===== src/rtl/brle_pkg.sv =====
package brle_pkg;

    // Run count saturates here; an equal symbol at this count closes the run.
    localparam logic [7:0] RUN_MAX = 8'd255;

    localparam int BITS_PER_BYTE = 8;
    localparam int IDX_W = $clog2(BITS_PER_BYTE);
    localparam logic [IDX_W-1:0] IDX_LAST = IDX_W'(BITS_PER_BYTE - 1);

    // Symbol mode codes.
    localparam logic MODE_BIT  = 1'b0;
    localparam logic MODE_BYTE = 1'b1;

    typedef struct packed {
        logic [7:0] data_byte;
        logic       stream_end;
    } in_item_t;

    typedef struct packed {
        logic [7:0] run_value;
        logic [7:0] run_count;
        logic       item_last;
        logic       stream_last;
    } out_item_t;

    // One queued byte together with what the front end worked out for it.
    typedef struct packed {
        in_item_t                 item;
        logic                     symbol_mode;
        logic [BITS_PER_BYTE-1:0] more_mask;
    } q_entry_t;

endpackage


===== src/rtl/brle_front.sv =====
module brle_front
    import brle_pkg::*;
(
    input  logic     clk,
    input  logic     rst_n,
    input  logic     in_valid,
    output logic     in_ready,
    input  in_item_t in_data,
    input  logic     cfg_valid,
    output logic     cfg_ready,
    input  logic     cfg_data,
    input  logic     q_full,
    output logic     q_push,
    output q_entry_t q_push_entry
);

    logic                     symbol_mode_reg;
    logic                     symbol_mode_next;
    logic [BITS_PER_BYTE-1:0] more_mask;

    assign cfg_ready = 1'b1;
    assign in_ready  = !q_full;
    assign q_push    = in_valid && in_ready;

    always_comb
    begin
        symbol_mode_next = symbol_mode_reg;
        if (cfg_valid && cfg_ready)
        begin
            symbol_mode_next = cfg_data;
        end
    end

    // Bit i of the mask tells whether a run closed at bit position i is
    // followed by another close later in the same byte, which happens
    // exactly when bits i up to the top are not all equal.
    always_comb
    begin
        more_mask[BITS_PER_BYTE-1] = 1'b0;
        for (int i = BITS_PER_BYTE - 2; i >= 0; i--)
        begin
            more_mask[i] = more_mask[i+1] | (in_data.data_byte[i] ^ in_data.data_byte[i+1]);
        end
    end

    always_comb
    begin
        q_push_entry.item        = in_data;
        q_push_entry.symbol_mode = symbol_mode_reg;
        q_push_entry.more_mask   = more_mask;
    end

    always_ff @(posedge clk or negedge rst_n)
    begin
        if (!rst_n)
        begin
            symbol_mode_reg <= MODE_BIT;
        end
        else
        begin
            symbol_mode_reg <= symbol_mode_next;
        end
    end

endmodule


===== src/rtl/brle_queue.sv =====
module brle_queue
    import brle_pkg::*;
#(
    parameter int DEPTH = 2
)
(
    input  logic     clk,
    input  logic     rst_n,
    input  logic     push,
    input  q_entry_t push_entry,
    output logic     full,
    input  logic     pop,
    output logic     head_valid,
    output q_entry_t head_entry
);

    localparam int PTR_W = $clog2(DEPTH);
    localparam int CNT_W = $clog2(DEPTH + 1);

    q_entry_t             mem [DEPTH];
    logic [PTR_W-1:0]     wr_ptr_reg;
    logic [PTR_W-1:0]     wr_ptr_next;
    logic [PTR_W-1:0]     rd_ptr_reg;
    logic [PTR_W-1:0]     rd_ptr_next;
    logic [CNT_W-1:0]     count_reg;
    logic [CNT_W-1:0]     count_next;

    assign full       = (count_reg == CNT_W'(DEPTH));
    assign head_valid = (count_reg != '0);
    assign head_entry = mem[rd_ptr_reg];

    always_comb
    begin
        wr_ptr_next = wr_ptr_reg;
        rd_ptr_next = rd_ptr_reg;
        count_next  = count_reg;
        if (push)
        begin
            wr_ptr_next = (wr_ptr_reg == PTR_W'(DEPTH - 1)) ? '0 : wr_ptr_reg + 1'b1;
        end
        if (pop)
        begin
            rd_ptr_next = (rd_ptr_reg == PTR_W'(DEPTH - 1)) ? '0 : rd_ptr_reg + 1'b1;
        end
        if (push && !pop)
        begin
            count_next = count_reg + 1'b1;
        end
        else if (pop && !push)
        begin
            count_next = count_reg - 1'b1;
        end
    end

    always_ff @(posedge clk)
    begin
        if (push)
        begin
            mem[wr_ptr_reg] <= push_entry;
        end
    end

    always_ff @(posedge clk or negedge rst_n)
    begin
        if (!rst_n)
        begin
            wr_ptr_reg <= '0;
            rd_ptr_reg <= '0;
            count_reg  <= '0;
        end
        else
        begin
            wr_ptr_reg <= wr_ptr_next;
            rd_ptr_reg <= rd_ptr_next;
            count_reg  <= count_next;
        end
    end

endmodule


===== src/rtl/brle_back.sv =====
module brle_back
    import brle_pkg::*;
(
    input  logic      clk,
    input  logic      rst_n,
    input  logic      q_valid,
    input  q_entry_t  q_entry,
    output logic      q_pop,
    output logic      out_valid,
    input  logic      out_ready,
    output out_item_t out_data
);

    logic [7:0]       open_sym_reg;
    logic [7:0]       open_sym_next;
    logic [7:0]       open_cnt_reg;
    logic [7:0]       open_cnt_next;
    logic             run_open_reg;
    logic             run_open_next;
    logic [IDX_W-1:0] idx_reg;
    logic [IDX_W-1:0] idx_next;
    logic             flush_reg;
    logic             flush_next;
    logic             out_valid_reg;
    logic             out_valid_next;
    out_item_t        out_data_reg;

    logic             can_emit;
    logic             step;
    logic             byte_mode;
    logic             item_end;
    logic [7:0]       sym;
    logic             last_sym;
    logic             closes;
    logic             extend;
    logic [7:0]       new_sym;
    logic [7:0]       new_cnt;
    logic             close_item_last;
    logic             emit;
    out_item_t        emit_data;

    assign out_valid = out_valid_reg;
    assign out_data  = out_data_reg;

    always_comb
    begin
        can_emit  = !out_valid_reg || out_ready;
        step      = q_valid && can_emit;
        byte_mode = (q_entry.symbol_mode == MODE_BYTE);
        item_end  = q_entry.item.stream_end;
        sym       = byte_mode ? q_entry.item.data_byte
                              : {7'b0, q_entry.item.data_byte[idx_reg]};
        last_sym  = byte_mode || (idx_reg == IDX_LAST);
        closes    = run_open_reg && ((sym != open_sym_reg) || (open_cnt_reg == RUN_MAX));
        extend    = run_open_reg && !closes;
        new_sym   = extend ? open_sym_reg : sym;
        new_cnt   = extend ? open_cnt_reg + 8'd1 : 8'd1;
        // A closed run is the byte's last pair unless a flush or a later
        // close in the same byte follows it.
        close_item_last = !item_end && (byte_mode || !q_entry.more_mask[idx_reg]);
    end

    always_comb
    begin
        open_sym_next = open_sym_reg;
        open_cnt_next = open_cnt_reg;
        run_open_next = run_open_reg;
        idx_next      = idx_reg;
        flush_next    = flush_reg;
        q_pop         = 1'b0;
        emit          = 1'b0;
        emit_data     = '0;

        if (step)
        begin
            if (flush_reg)
            begin
                emit          = 1'b1;
                emit_data     = '{open_sym_reg, open_cnt_reg, 1'b1, 1'b1};
                open_sym_next = '0;
                open_cnt_next = '0;
                run_open_next = 1'b0;
                flush_next    = 1'b0;
                idx_next      = '0;
                q_pop         = 1'b1;
            end
            else
            begin
                open_sym_next = new_sym;
                open_cnt_next = new_cnt;
                run_open_next = 1'b1;
                if (closes)
                begin
                    emit      = 1'b1;
                    emit_data = '{open_sym_reg, open_cnt_reg, close_item_last, 1'b0};
                end
                if (last_sym)
                begin
                    idx_next = '0;
                    if (item_end)
                    begin
                        if (closes)
                        begin
                            // The flush pair is sent later, on its own, from the flush state.
                            flush_next = 1'b1;
                        end
                        else
                        begin
                            emit          = 1'b1;
                            emit_data     = '{new_sym, new_cnt, 1'b1, 1'b1};
                            open_sym_next = '0;
                            open_cnt_next = '0;
                            run_open_next = 1'b0;
                            q_pop         = 1'b1;
                        end
                    end
                    else
                    begin
                        q_pop = 1'b1;
                    end
                end
                else
                begin
                    idx_next = idx_reg + 1'b1;
                end
            end
        end

        if (emit)
        begin
            out_valid_next = 1'b1;
        end
        else if (out_ready)
        begin
            out_valid_next = 1'b0;
        end
        else
        begin
            out_valid_next = out_valid_reg;
        end
    end

    always_ff @(posedge clk)
    begin
        if (emit)
        begin
            out_data_reg <= emit_data;
        end
    end

    always_ff @(posedge clk or negedge rst_n)
    begin
        if (!rst_n)
        begin
            open_sym_reg  <= '0;
            open_cnt_reg  <= '0;
            run_open_reg  <= 1'b0;
            idx_reg       <= '0;
            flush_reg     <= 1'b0;
            out_valid_reg <= 1'b0;
        end
        else
        begin
            open_sym_reg  <= open_sym_next;
            open_cnt_reg  <= open_cnt_next;
            run_open_reg  <= run_open_next;
            idx_reg       <= idx_next;
            flush_reg     <= flush_next;
            out_valid_reg <= out_valid_next;
        end
    end

endmodule


===== src/rtl/bit_run_length_encoder_core.sv =====
// Run-length encoder that turns a byte stream into (value, count) pairs,
// with counts capped at 255. In bit mode (symbol_mode = 0) each byte is
// taken as eight 0/1 symbols, least significant bit first; in byte mode
// (symbol_mode = 1) each byte is one symbol. The byte flagged stream_end
// flushes the open run as the final pair, marked stream_last, and the
// encoder returns to empty. Every byte's last pair carries item_last; a
// byte that closes no run and does not end the stream yields no pair.
// A front end takes one input transaction per cycle, while the queue has
// room, into a small queue (QUEUE_DEPTH entries); the back end walks one
// symbol per cycle and sends at most one pair per cycle through a registered
// output. A stream_end byte whose last symbol also closes a run sends its
// final pair from a separate flush step after that symbol.
// Output stalls hold the back end only while the output register is full
// and not taken; the queue accepts input until full. Write symbol_mode only
// while the encoder is idle; it applies from the next byte accepted.
module bit_run_length_encoder_core
    import brle_pkg::*;
#(
    parameter int QUEUE_DEPTH = 2
)
(
    input  logic      clk,
    input  logic      rst_n,
    input  logic      in_valid,
    output logic      in_ready,
    input  in_item_t  in_data,
    output logic      out_valid,
    input  logic      out_ready,
    output out_item_t out_data,
    input  logic      cfg_valid,
    output logic      cfg_ready,
    input  logic      cfg_data
);

    // Front end to queue.
    logic     q_full;
    logic     q_push;
    q_entry_t q_push_entry;

    // Queue to back end.
    logic     q_valid;
    logic     q_pop;
    q_entry_t q_head;

    // The front end holds the mode register, tags each accepted byte with
    // the current mode and precomputes where later runs close in the byte.
    brle_front u_front
    (
        .clk          (clk),
        .rst_n        (rst_n),
        .in_valid     (in_valid),
        .in_ready     (in_ready),
        .in_data      (in_data),
        .cfg_valid    (cfg_valid),
        .cfg_ready    (cfg_ready),
        .cfg_data     (cfg_data),
        .q_full       (q_full),
        .q_push       (q_push),
        .q_push_entry (q_push_entry)
    );

    // The queue decouples input acceptance from symbol processing.
    brle_queue #(
        .DEPTH (QUEUE_DEPTH)
    ) u_queue
    (
        .clk        (clk),
        .rst_n      (rst_n),
        .push       (q_push),
        .push_entry (q_push_entry),
        .full       (q_full),
        .pop        (q_pop),
        .head_valid (q_valid),
        .head_entry (q_head)
    );

    // The back end owns the open run and produces the pairs.
    brle_back u_back
    (
        .clk       (clk),
        .rst_n     (rst_n),
        .q_valid   (q_valid),
        .q_entry   (q_head),
        .q_pop     (q_pop),
        .out_valid (out_valid),
        .out_ready (out_ready),
        .out_data  (out_data)
    );

endmodule


===== config.mk =====
export PLATFORM = sky130hd
export DESIGN_NAME = bit_run_length_encoder_core
export DESIGN_NICKNAME = d
export VERILOG_FILES = /design/src/rtl/brle_pkg.sv /design/src/rtl/brle_front.sv /design/src/rtl/brle_queue.sv /design/src/rtl/brle_back.sv /design/src/rtl/bit_run_length_encoder_core.sv
export SDC_FILE = /design/constraint.sdc
export NUM_CORES = 1
export LEC_CHECK = 0
export BUFFER_PORTS_ARGS = -buffer_cell sky130_fd_sc_hd__buf_2
export CORE_MARGIN = 3
export CORE_UTILIZATION = 30
export DETAILED_ROUTE_END_ITERATION = 10
export PLACE_DENSITY_LB_ADDON = 0.2
export SYNTH_ARGS = -nofsm -noshare
export SYNTH_HDL_FRONTEND = slang
export SYNTH_SLANG_ARGS = --single-unit

===== constraint.sdc =====
create_clock -name clk -period 3.55 [get_ports clk]
set_clock_uncertainty 0.1 [all_clocks]
set_input_delay 0 -clock clk [delete_from_list [all_inputs] [get_ports clk]]
set_output_delay 0 -clock clk [all_outputs]
set_load 0.01 [all_outputs]

Word level (Yosys, flattened, before mapping)
Memory sizes are Yosys's and may differ from the RTL's.
Cells that the tools add are included.
- flip-flop bits (word level): 45
- bits in latches: 0
- RAM bits: 34
- bits in read-only memories: 0
- memories: 1
- memories (name ; words ; width ; rd ports ; clocked after Yosys merged registers in ; wr ports ; line ; text):
    u_queue.mem ; 2 ; 17 ; 1 ; 0 ; 1 ; brle_queue.sv:20 ; q_entry_t mem [DEPTH];
- $add $sub $neg: 6
- multiply operators: 0
- div/mod/pow operators: 0
- order comparisons: 1
- equal/unequal tests: 4
- shift-type cells: 0
- multiplexer cells: 47
- bitwise operators: 13
- reductions and logical operators: 21
- operators by type and width (cell ; count):
    $mux W18 ; 5
    $mux W8 ; 11
    $mux W1 ; 25
    $add A8 B1 Y8 const B ; 1
    $eq A8 B8 Y1 const B ; 1
    $ne A8 B8 Y1 ; 1
    $logic_and A1 B1 Y1 ; 7
    $logic_not A1 Y1 ; 7
    $xor A1 B1 Y1 ; 7
    $bmux W1 S3 ; 2
    $mux W3 ; 2
    $or A1 B1 Y1 ; 6
    $reduce_bool A2 Y1 ; 3
    $logic_or A1 B1 Y1 ; 4
    $lt A3 B4 Y1 const B ; 1
    $mux W2 ; 2
    $add A3 B1 Y3 const B ; 1
    $eq A3 B3 Y1 const B ; 1
    $add A1 B1 Y1 const B ; 2
    $add A2 B1 Y2 const B ; 1
    $eq A2 B2 Y1 const B ; 1
    $sub A2 B1 Y2 const B ; 1

Logic depth before layout (Yosys ltp)
Gate-level depths: netlist of run 1.
An unclocked memory read counts as a cell.
- depth in word-level cells: 15
- gate-level depth with buffers: 11
- mapped depth without buffers: 10

Cells and area by module
A second synthesis of run 1 with hierarchy kept.
- cells, all modules: 354
- area total of the unflattened synthesis: 4206.5 um^2
- by module, submodules not included (module ; times used ; cells each ; area an instance (um^2) ; seq. area each (um^2)):
    brle_back ; 1 ; 246 ; 2409.8 ; 1091.0
    brle_queue ; 1 ; 72 ; 1537.7 ; 1181.1
    brle_front ; 1 ; 36 ; 259.0 ; 25.0

Worst setup path before layout of run 1
OpenSTA, ideal clock, no wires.
- kind: reg-to-reg
- start: reg u_back.open_sym_reg[1]
- end: reg u_back.out_data_reg, in the netlist u_back.out_data[0] (enable)
- setup time: 0.329 ns
- arrival time: 2.484 ns
- data required time: 3.121 ns
- slack: 0.636 ns
- cell stages (with the launch flop): 9
- clock period less this slack: 2.914 ns
- path through: dfrtp_1 buf_6 xor2_1 o22ai_1 a221oi_1 or4_4 o41a_1 o21ai_0 inv_1
- cells in the longest elaborated chain, start to end: 9
- RTL lines (element ; line ; text):
    start, declared ; brle_back.sv:14 ; logic [7:0] open_sym_reg;
    start signal, assigned ; brle_back.sv:164 ; open_sym_reg <= open_sym_next;
    $ne A8 B8 Y1 (*) ; brle_back.sv:54 ; closes = run_open_reg && ((sym != open_sym_reg) || (open_cnt_reg == RUN_MAX));
    $logic_or A1 B1 Y1 (*) ; brle_back.sv:54 ;
    $logic_and A1 B1 Y1 (*) ; brle_back.sv:54 ;
    $mux W1 ; brle_back.sv:92 ; if (closes)
    $mux W1 ; brle_back.sv:102 ; if (closes)
    $mux W1 ; brle_back.sv:100 ; if (item_end)
    $mux W1 (*) ; brle_back.sv:97 ; if (last_sym)
    $mux W1 (*) ; brle_back.sv:76 ; if (flush_reg)
    $mux W1 (*) ; brle_back.sv:74 ; if (step)
    net u_back.emit ; brle_back.sv:39 ; logic emit;
    end signal, assigned ; brle_back.sv:147 ; out_data_reg <= emit_data;
    end, declared ; brle_back.sv:26 ; out_item_t out_data_reg;
Mark *: on every way through the listed nets, which the timed path passes. The rest lies on a longest branch.
A chain may end at the register's enable or synchronous reset.

Final worst setup path of run 1
- start: reg u_queue.rd_ptr_reg
- end: reg u_back.out_data_reg, in the netlist u_back.out_data[14] (data pin)
- cells in the longest elaborated chain, start to end: 14
- RTL lines (element ; line ; text):
    start, declared ; brle_queue.sv:23 ; logic [PTR_W-1:0] rd_ptr_reg;
    start signal, assigned ; brle_queue.sv:74 ; rd_ptr_reg <= rd_ptr_next;
    $mem_v2 Z2 W17 (*) ; n/a ;
    $bmux W1 S3 ; brle_back.sv:52 ; : {7'b0, q_entry.item.data_byte[idx_reg]};
    $mux W1 (implied by the code) ; brle_back.sv:52 ;
    $mux W8 ; brle_back.sv:51 ; sym = byte_mode ? q_entry.item.data_byte
    $ne A8 B8 Y1 ; brle_back.sv:54 ;
    $logic_or A1 B1 Y1 ; brle_back.sv:54 ;
    $logic_and A1 B1 Y1 ; brle_back.sv:54 ;
    $logic_not A1 Y1 ; brle_back.sv:55 ; extend = run_open_reg && !closes;
    $logic_and A1 B1 Y1 ; brle_back.sv:55 ;
    $mux W8 ; brle_back.sv:56 ; new_sym = extend ? open_sym_reg : sym;
    $mux W18 ; brle_back.sv:102 ;
    $mux W18 ; brle_back.sv:100 ;
    $mux W18 (*) ; brle_back.sv:97 ;
    $mux W18 (*) ; brle_back.sv:76 ;
Every way passes the cells marked *; elsewhere a longest branch is shown, timed or not. The select of a mux whose other input is x is not followed.

==> metrics.cfg, run 1 <==
[outcome]
status = finished clean

[routing]
wirelength_mm = 9.36
wl_per_cell_um = 15.5
post-route-drc-count = 0
drt_iter0_markers = 208
first_pass_iters = 5
antenna_left = 0
vias = 3092
via_per_inst = 5.14

[sta]
max_freq_ghz = 0.311
setup_violations = 0
period_minus_slack_ns = 3.22
fin_ws_ns = 0.330
hold_ws_ns = 0.124
maxSlewHeadroom_pct = 45.0
hold_viol = 0
fin_setup_tns_ns = 0
rsz0062_at_grt = false
final_max_slew_viol_count = 0
max_slew.worst_pin.slew_ns = 0.825
fin_crit_sh_pct = 90.7

[synthesis]
yosysMostFrequentCell = edfxtp_1
ys_seq_area_share_pct = 53.8
synthCells = 371
synth_area_leaders = edfxtp_1, dfrtp_1, mux4_2
synth.avg_cell_area_um2 = 11.2
synth_common_cells = edfxtp_1, nand2_1, dfrtp_1, o21ai_0, a21oi_1
synthesis.area_mm2 = 0.00416
synth_flop_cell = edfxtp_1
synth.net_count = 390
async_flop_share_pct = 34.2
ys_types = 56
synth.top_cell.area_share_pct = 37.5
synth.ff_latch_count = 79
yosys_warnings = 0
synth_edf_count = 52
synth_area_leader_cell = edfxtp_1

[cells_and_area]
diodes = 0
n_fill_cell = 1339
layout.nets = 440
drive_gt1_share_pct = 18.8
area_delta_synth_final_pct = 19.8
largest_reg_flops = 34

[place]
pre_cts_slack_ns = 0.254
place_congestion = 0.784
dpl.hpwl_mm = 6.62
port_buffers = 34

[grt]
grt_max_degree = 28
antenna_found_initial = 0
groute.usage.overall_pct = 12.7
grt_overflow = 0
grt_pass1_vias = 2875
grt_pass1_wl_mm = 15.1

[worst_setup_path]
crit_path_max_fanout = 12
crit_path_start_kind = flop
required_ns = 3.52
critical_path_class = flop to flop
arrival_ns = 3.19
cp-end-kind = flop

[floorplanning]
die_area_mm2 = 0.0153
die_height_um = 124
rows = 42
ios = 36
die_x_um = 124
core_mm2 = 0.0134
start_util_pct = 31.0

[clock_network]
clk_latency_ns = 0.33
clockRootBuffer = clkbuf_16
h-tree-depth = 3
numCtsBuffers = 9
clk_pin_slew_ns = 0.06
clockBufferDepth = 2
cts_setup_buffers = 0
numClockSinks = 79
cts_tree = built

[hold_path]
hp-class = input pin to asynchronous set/reset pin

[power_and_ir_drop]
p_per_area_mw_per_mm2 = 828
p_total_w = 0.00413
leakagePower_nw = 1.90
ir_drop_v = 0.000324

[run]
maxCapViolCount = 0

area by class of cell:
type / instances / area [um2] / area share (%)
clock buffer: 13 / 260 / 5.22
clock inverter: 3 / 42.5 / 0.853
inverter: 12 / 45.0 / 0.903
multi-input combinational: 258 / 1770 / 35.6
sequential: 79 / 2240 / 44.9
tap: 176 / 220 / 4.42
timing repair buffer: 61 / 408 / 8.18
routing by layer:
metal	wire, um	share of wire, %	vias up	track usage, %
li1	-	-	1512	-
met4	89	0.95	0	3.81
met2	4240	45	80	19.0
met1	4580	49	1489	18.3
met5	0	0	-	0
met3	450	4.8	11	3.18
placed cells by master, fill, tap and decap left out, drive strengths merged, types with 9 or more instances in the layout:
cell type / synthesis / layout
a22o: 9 / 9
inv: 12 / 12
nor2: 18 / 18
dfrtp: 27 / 27
clkbuf: 16 / 13
dlygate4sd3: 0 / 14
edfxtp: 52 / 52
buf: 6 / 47
a31oi: 11 / 11
nand2: 32 / 32
a21oi: 23 / 23
o21ai: 26 / 26
nand3: 18 / 18
a211oi: 9 / 9
where the power goes:
group	total (W)	internal, W	switching (W)	leakage, nW
clock	0.000929	0.000582	0.000347	0.146
sequential	0.00160	0.00133	0.000269	0.830
combinational	0.00160	0.000660	0.000937	0.922
total	0.00413	0.00257	0.00155	1.90
stage by stage:
step / utilization, % / instances / cell area, um2
floorplan: - / 371 / 4160
global route: 37.2 / 602 / 4990
finish: 37.2 / 602 / 4990
detailed placement: 33.9 / 572 / 4540
CTS: 37.2 / 602 / 4990
global placement: 33.9 / 572 / 4540
logic make-up after synthesis:
family	synth area share, %
DFF	53.8
muxes	6.14
and+or+nand+nor	14.3
AOI/OAI and AO/OA	17.7
adders and majority gates	1.20
buffers and inverters	3.61
other	0.0901
xor gates and xnor gates	3.16
path summary, 6_finish.rpt:
path	from	to	slack, ns	depth (start not counted)
worst min-delay path	rst_n	u_back.open_cnt_reg[7]$_DFFE_PN0P_	0.12	2
min in group clk	in_data[0]	u_queue.mem[1][8]$_DFFE_PP_	0.29	2
worst max register to register	u_queue.rd_ptr_reg$_DFFE_PN0P_	u_back.out_data[14]$_SDFFCE_PN0P_	0.33	7
max in group asynchronous	rst_n	u_front.symbol_mode_reg$_DFFE_PN0P_	2.80	2
worst max-delay path	u_queue.rd_ptr_reg$_DFFE_PN0P_	u_back.out_data[14]$_SDFFCE_PN0P_	0.33	7
worst min register to register	u_queue.wr_ptr_reg$_DFFE_PN0P_	u_queue.wr_ptr_reg$_DFFE_PN0P_	0.39	1
repair_timing:
action	4_1_cts	5_1_grt
endpoints found under the setup margin	0	18
endpoints found under the hold margin	56	0
gates resized for setup	0	1
hold buffers	14	0
worst max-delay path: stages, from the launching register on:
cell and delay (ns):
dfrtp_1 0.61, mux4_2 0.56, mux2i_1 0.16, nand3_1 0.13, and3b_1 0.28, or4_1 0.70
o21ai_4 0.32, a211oi_1 0.11
Power figures use the tool's default switching activity.
==> run 2: changes to the inputs <==
--- a/config.mk
+++ b/config.mk
@@ -6,6 +6,7 @@
 export NUM_CORES = 1
 export LEC_CHECK = 0
 export BUFFER_PORTS_ARGS = -buffer_cell sky130_fd_sc_hd__buf_2
+export CORE_ASPECT_RATIO = 1.25
 export CORE_MARGIN = 3
 export CORE_UTILIZATION = 30
 export DETAILED_ROUTE_END_ITERATION = 10
==> run 2 against run 1 <==
  * Fmax up 1.2%
  * Critical path depth unchanged
  * Utilization down 0.28 points
  * Via count down 2.1%
  * Sequential cell count unchanged
  * Register-to-register slack better by 0.04 ns
  * Global-route usage down 0.22 points
  * Hold slack better by 0.0033 ns
  * Setup slack better by 0.039 ns
  * Critical path type unchanged
==> metrics.cfg, run 2 (synthesis results as in run 1) <==
[outcome]
status = finished clean

[routing]
post-route-drc-count = 0  ; unchanged
first_pass_iters = 4  ; -1
vias = 3027  ; -2.1%
wl_per_cell_um = 15.3  ; -1.4%
drt_iter0_markers = 145  ; -30%
wirelength_mm = 9.13  ; -2.4%
antenna_left = 0  ; unchanged
via_per_inst = 5.08  ; -1.1%

[grt]
grt_pass1_vias = 2979  ; +3.6%
grt_overflow = 0  ; unchanged
groute.usage.overall_pct = 12.5  ; -0.22 points
grt_pass1_wl_mm = 15.3  ; +1.3%
antenna_found_initial = 0  ; unchanged
grt_max_degree = 28  ; unchanged

[sta]
setup_violations = 0  ; unchanged
max_slew.worst_pin.slew_ns = 0.828  ; +0.00337 ns
final_max_slew_viol_count = 0  ; unchanged
fin_setup_tns_ns = 0  ; unchanged
fin_crit_sh_pct = 89.6  ; -1.1 points
period_minus_slack_ns = 3.18  ; -0.0387 ns
maxSlewHeadroom_pct = 44.8  ; -0.22 points
rsz0062_at_grt = false
max_freq_ghz = 0.314  ; +1.2%
hold_viol = 0  ; unchanged

[cells_and_area]
layout.nets = 439  ; -0.23%
layout_common_cells = edfxtp_1, buf_2, nand2_1, dfrtp_1, o21ai_0
design_area_mm2 = 0.00495  ; -0.70%
largest_reg_flops = 34  ; unchanged
final_common_cell = edfxtp_1
diodes = 0  ; unchanged
drive_gt1_share_pct = 18.8  ; +0.044 points
area_delta_synth_final_pct = 19.0
n_fill_cell = 1348  ; +0.67%

[worst_setup_path]
rr_startpoint = u_queue.mem[1][7]$_DFFE_PP_
crit_family = simple AND/OR/NAND/NOR gates
critPathBufInv = 0  ; unchanged
required_ns = 3.52  ; about the same
critPathSlowestCell = or4_1
crit_path_start_kind = flop
arrival_ns = 3.16  ; -0.03 ns
reg2reg_slack_ns = 0.37  ; +0.04 ns
cp-end-kind = flop
critical_path_class = flop to flop
rr_worst_depth = 7  ; unchanged
r2r_end = u_back.out_data[15]$_SDFFCE_PN0P_
crit_path_max_fanout = 14  ; +2
cp_cell_sequence = nand3_1 > a21boi_1 > o22ai_1 > or4_4 > or4_1 > o21ai_4 > a211oi_1
cpPeakStageDelay_ns = 0.76  ; +0.06 ns

[power_and_ir_drop]
ir_drop_v = 0.000288  ; -11%
switchingPower_w = 0.00156  ; +0.36%
p_per_area_mw_per_mm2 = 813  ; -1.8%
seqPwrFrac_pct = 39.8  ; +1.0 points
power_frac_clock_pct = 21.2  ; -1.3 points
intPower_w = 0.00246  ; -4.3%
comb_power_share_pct = 39.0  ; +0.3 points
leakagePower_nw = 1.88  ; -0.86%
power.share.switching_pct = 38.7  ; +1.1 points

[run]
maxCapViolCount = 0  ; unchanged

[clock_network]
clockBufferDepth = 2  ; unchanged
h-tree-depth = 3  ; unchanged
numClockSinks = 79  ; unchanged
clockRootBuffer = clkbuf_16
clk_latency_ns = 0.33  ; about the same
cts_tree = built
cts_setup_buffers = 0  ; unchanged
clk_pin_slew_ns = 0.06  ; about the same
numCtsBuffers = 9  ; unchanged

[place]
place_congestion = 0.786  ; +0.22%
dpl.hpwl_mm = 6.71  ; +1.3%
port_buffers = 34  ; unchanged
place_area_mm2 = 0.00453  ; -0.30%

[floorplanning]
start_util_pct = 31.0  ; about the same
rows = 47  ; +12%
ios = 36  ; unchanged
die_area_mm2 = 0.0153  ; about the same
die_x_um = 111  ; -10%
core_mm2 = 0.0134  ; about the same
die_height_um = 138  ; +11%

[hold_path]
hp-class = input pin to asynchronous set/reset pin

## run 2: cell types whose count changed in the layout (fill, tap and decap cells not counted), sizes merged
cell    delta
clkbuf     -4
clkinv     +3
inv        +2
buf        -1
bufinv     -1
## run 2: worst max-delay path by stage
stage,startpoint,slack (ns),to,depth (start not counted)
6_report,u_queue.mem[1][7]$_DFFE_PP_,0.37,u_back.out_data[15]$_SDFFCE_PN0P_,7
5_1_grt,u_queue.mem[1][7]$_DFFE_PP_,0.11,u_back.out_data[9]$_SDFFCE_PN0P_,7
4_1_cts,u_queue.rd_ptr_reg$_DFFE_PN0P_,0.25,u_back.out_data[15]$_SDFFCE_PN0P_,7
3_5_place_dp,u_queue.rd_ptr_reg$_DFFE_PN0P_,0.26,u_back.out_data[15]$_SDFFCE_PN0P_,7
3_3_place_gp,u_queue.rd_ptr_reg$_DFFE_PN0P_,0.32,u_back.out_data[16]$_SDFFCE_PN0P_,7
2_1_floorplan,u_back.open_sym_reg[1]$_DFFE_PN0P_,0.64,u_back.out_data[0]$_SDFFCE_PN0P_,8
## run 2: per-layer routing
metal / global-route usage, % / share of wire [%] / vias to the layer above / wire length (um)
li1: - / - / 1513 / -
met1: 15.7 / 45 / 1449 / 4120
met2: 21.6 / 50 / 55 / 4540
met3: 2.64 / 3.7 / 10 / 340
met4: 4.26 / 1.4 / 0 / 125
met5: 0 / 0 / - / 0
## run 2: worst reg2reg max path, cell delays in order, from the launching register on
cell and delay (ns):
edfxtp_1 0.63, nand3_1 0.18, a21boi_1 0.17, o22ai_1 0.11, or4_4 0.54, or4_1 0.76
o21ai_4 0.32, a211oi_1 0.11
## run 2: area by class of cell
| cell class | instances | area [um2] | area share (%) |
|---|---|---|---|
| flip-flops and latches | 79 | 2240 | 45.2 |
| multi-input cells | 258 | 1770 | 35.8 |
| well taps | 171 | 214 | 4.32 |
| clock buffers | 9 | 225 | 4.55 |
| clock inverters | 7 | 55.1 | 1.11 |
| inverters | 12 | 45.0 | 0.910 |
| repair buffers | 60 | 400 | 8.09 |
## run 2: per-stage QoR
step | hold slack [ns] | utilization (%) | std cells | worst slack, ns | total power, W
after detailed placement | -0.0306 | 33.8 | 566 | 0.262 | 0.00320
after global routing | 0.185 | 36.9 | 596 | 0.106 | 0.00432
after CTS | 0.155 | 36.9 | 596 | 0.250 | 0.00409
after global placement | -0.0338 | 33.8 | 566 | 0.325 | 0.00318
final | 0.127 | 36.9 | 596 | 0.368 | 0.00402
after floorplan | -0.396 | - | 371 | 0.636 | 0.00269
## run 2: power groups by stage
stage | clock network, W | registers (W) | logic [W]
2_1_floorplan | 0 | 0.00154 | 0.00115
3_3_place_gp | 0 | 0.00161 | 0.00157
3_5_place_dp | 0 | 0.00162 | 0.00158
4_1_cts | 0.000888 | 0.00160 | 0.00160
5_1_grt | 0.000927 | 0.00164 | 0.00175
6_report | 0.000854 | 0.00160 | 0.00157
## run 2: what timing repair did
| item | CTS | global route |
|---|---|---|
| resized for setup | 0 | 1 |
| hold buffers | 14 | 0 |
| endpoints found under the hold margin | 56 | 0 |
| setup endpoints to repair | 0 | 26 |
==> run 3: changes to the inputs <==
--- a/config.mk
+++ b/config.mk
@@ -10,6 +10,8 @@
 export CORE_MARGIN = 3
 export CORE_UTILIZATION = 30
 export DETAILED_ROUTE_END_ITERATION = 10
+export GPL_TIMING_DRIVEN = 0
+export MAX_ROUTING_LAYER = met4
 export PLACE_DENSITY_LB_ADDON = 0.2
 export SYNTH_ARGS = -nofsm -noshare
 export SYNTH_HDL_FRONTEND = slang
==> run 3 against run 2 <==
  * Setup slack worse by 0.038 ns
  * Global-route usage up 0.84 points
  * Final cell count up 1.7%
  * Critical path depth up 4
  * First-iteration DRC count up 5.5%
  * Hold slack better by 0.018 ns
  * Clock-buffer cell count unchanged
  * Sequential cell count unchanged
  * Via count up 4.2%
  * Routed wire length up 5.0%
  * Largest cell class unchanged
  * Largest power group is now combinational logic
  * Highest routed layer unchanged
==> metrics.cfg, run 3 (synthesis results as in run 1) <==
[floorplanning]
ios = 36  ; unchanged
start_util_pct = 31.0  ; unchanged
die_x_um = 111  ; unchanged
die_area_mm2 = 0.0153  ; unchanged
die_height_um = 138  ; unchanged
rows = 47  ; unchanged
core_mm2 = 0.0134  ; unchanged

[clock_network]
clockBufferDepth = 2  ; unchanged
clk_latency_ns = 0.34  ; about the same
cts_setup_buffers = 0  ; unchanged
numCtsBuffers = 9  ; unchanged
h-tree-depth = 3  ; unchanged
cts_tree = built
clk_pin_slew_ns = 0.06  ; about the same
numClockSinks = 79  ; unchanged
clockRootBuffer = clkbuf_16

[place]
dp.cells = 576  ; +1.8%
port_buffers = 34  ; unchanged
dpl.hpwl_mm = 7.00  ; +4.3%
place_congestion = 0.791  ; +0.62%
place_area_mm2 = 0.00455  ; +0.39%

[grt]
grt_max_degree = 28  ; unchanged
grt_overflow = 0  ; unchanged
grt_pass1_vias = 2993  ; +0.47%
antenna_found_initial = 0  ; unchanged
grt_pass1_wl_mm = 15.9  ; +3.5%
groute.usage.overall_pct = 13.4  ; +0.84 points

[routing]
post-route-drc-count = 0  ; unchanged
via_per_inst = 5.20  ; +2.5%
first_pass_iters = 4  ; unchanged
antenna_left = 0  ; unchanged
vias = 3154  ; +4.2%
wl_per_cell_um = 15.8  ; +3.2%
drt_iter0_markers = 153  ; +5.5%
wirelength_mm = 9.58  ; +5.0%

[power_and_ir_drop]
leakagePower_nw = 1.90  ; +0.77%
ir_drop_v = 0.000279  ; -3.0%
p_per_area_mw_per_mm2 = 837  ; +3.0%

[outcome]
status = finished clean

[cells_and_area]
diodes = 0  ; unchanged
n_fill_cell = 1338  ; -0.74%
layout_common_cells = edfxtp_1, buf_2, nand2_1, dfrtp_1
layout.nets = 449  ; +2.3%
design_area_mm2 = 0.00501  ; +1.2%
drive_gt1_share_pct = 17.5  ; -1.4 points
largest_reg_flops = 34  ; unchanged
final_common_cell = edfxtp_1
area_delta_synth_final_pct = 20.4
stdcell_count = 606  ; +1.7%

[worst_setup_path]
crit_path_max_fanout = 10  ; -4
rr_worst_depth = 11  ; +4
required_ns = 3.66  ; +0.14 ns
critical_path_class = flop to flop
arrival_ns = 3.33  ; +0.17 ns
critPathSlowestCell = mux4_2
cpPeakStageDelay_ns = 0.50  ; -0.26 ns
cp_cell_sequence = buf_6 > mux4_2 > mux2i_1 > nand3_1 > a21boi_1 > nor4_2 > o41ai_2 > ha_1 > xor2_1 > nor2_1 > xor2_1
crit_path_start_kind = flop
cp-end-kind = flop
crit_top_cell = xor2_1

[sta]
fin_crit_sh_pct = 90.7  ; +1.1 points
period_minus_slack_ns = 3.22  ; +0.0380 ns
maxSlewHeadroom_pct = 39.6  ; -5.2 points
rsz0062_at_grt = false
setup_violations = 0  ; unchanged
hold_viol = 0  ; unchanged
max_freq_ghz = 0.311  ; -1.2%
final_max_slew_viol_count = 0  ; unchanged
max_slew.worst_pin.slew_ns = 0.899  ; +0.0707 ns

[hold_path]
hp-class = input pin to asynchronous set/reset pin

[run]
maxCapViolCount = 0  ; unchanged

-- run 3: changes by cell type in the layout (fill, tap and decap cells not counted), moves of 2 or more --
cell       delta
buf_6         +2
buf_2         +3
bufinv_16     +2
clkinv_4      -2
buf_4        -11
clkbuf_1     +15
-- run 3: repair_timing --
item                                    4_1_cts  5_1_grt
endpoints found under the setup margin       18       19
pin swaps                                     0        0
hold endpoints to repair                     56        0
gates resized for setup                       1        4
hold buffers                                 14        0
-- run 3: critical path, delay by kind of cell, from the launching register on --
family	cells	cell delay (ns)
buffers and inverters	1	0.18
and+or+nand+nor	3	0.34
xor gates and xnor gates	2	0.29
DFF	1	0.42
adders and majority gates	1	0.25
muxes	2	0.65
AOI/OAI and AO/OA	2	0.88
-- run 3: routing by layer --
layer	track usage [%]	vias up	share of wire, %
li1	-	1538	-
met4	5.00	0	1.9
met2	22.3	63	51
met3	2.68	18	3.6
met1	16.1	1535	44
met5	-	-	0
-- run 3: area by class of cell --
cell class,instances,area (um2),share of cell area [%]
Tap cell,171,214,4.27
Sequential cell,79,2240,44.7
Clock inverter,7,95.1,1.90
Clock buffer,9,225,4.50
Multi-Input combinational cell,258,1780,35.4
Buffer,22,106,2.12
Timing Repair Buffer,48,310,6.20
Inverter,12,45.0,0.899
-- run 3: worst paths after layout --
path | slack (ns) | start | end
setup / recovery | 0.33 | u_queue.rd_ptr_reg$_DFFE_PN0P_ | u_queue.count_reg[1]$_DFFE_PN0P_
hold reg to reg | 0.40 | u_front.symbol_mode_reg$_DFFE_PN0P_ | u_queue.mem[0][7]$_DFFE_PP_
hold / removal | 0.15 | rst_n | u_back.open_sym_reg[5]$_DFFE_PN0P_
setup reg to reg | 0.33 | u_queue.rd_ptr_reg$_DFFE_PN0P_ | u_queue.count_reg[1]$_DFFE_PN0P_
max in group asynchronous | 2.74 | rst_n | u_back.out_valid$_DFFE_PN0P_
min in group clk | 0.29 | in_data[0] | u_queue.mem[1][8]$_DFFE_PP_
-- run 3: power breakdown --
part	switching, W	internal, W
Clock	0.000378	0.000618
Sequential	0.000169	0.00133
Combinational	0.00106	0.000633
-- run 3: per-stage QoR --
stage	utilization (%)	worst slack (ns)	TNS, ns	hold slack [ns]	power (W)
after floorplan	-	0.636	0	-0.396	0.00269
after global placement	33.9	-0.00443	-0.0528	-0.0116	0.00318
after detailed placement	33.9	-0.0197	-0.329	-0.0172	0.00322
after CTS	37.3	0.110	0	0.165	0.00424
after global routing	37.4	0.0436	0	0.216	0.00448
final	37.4	0.330	0	0.146	0.00419
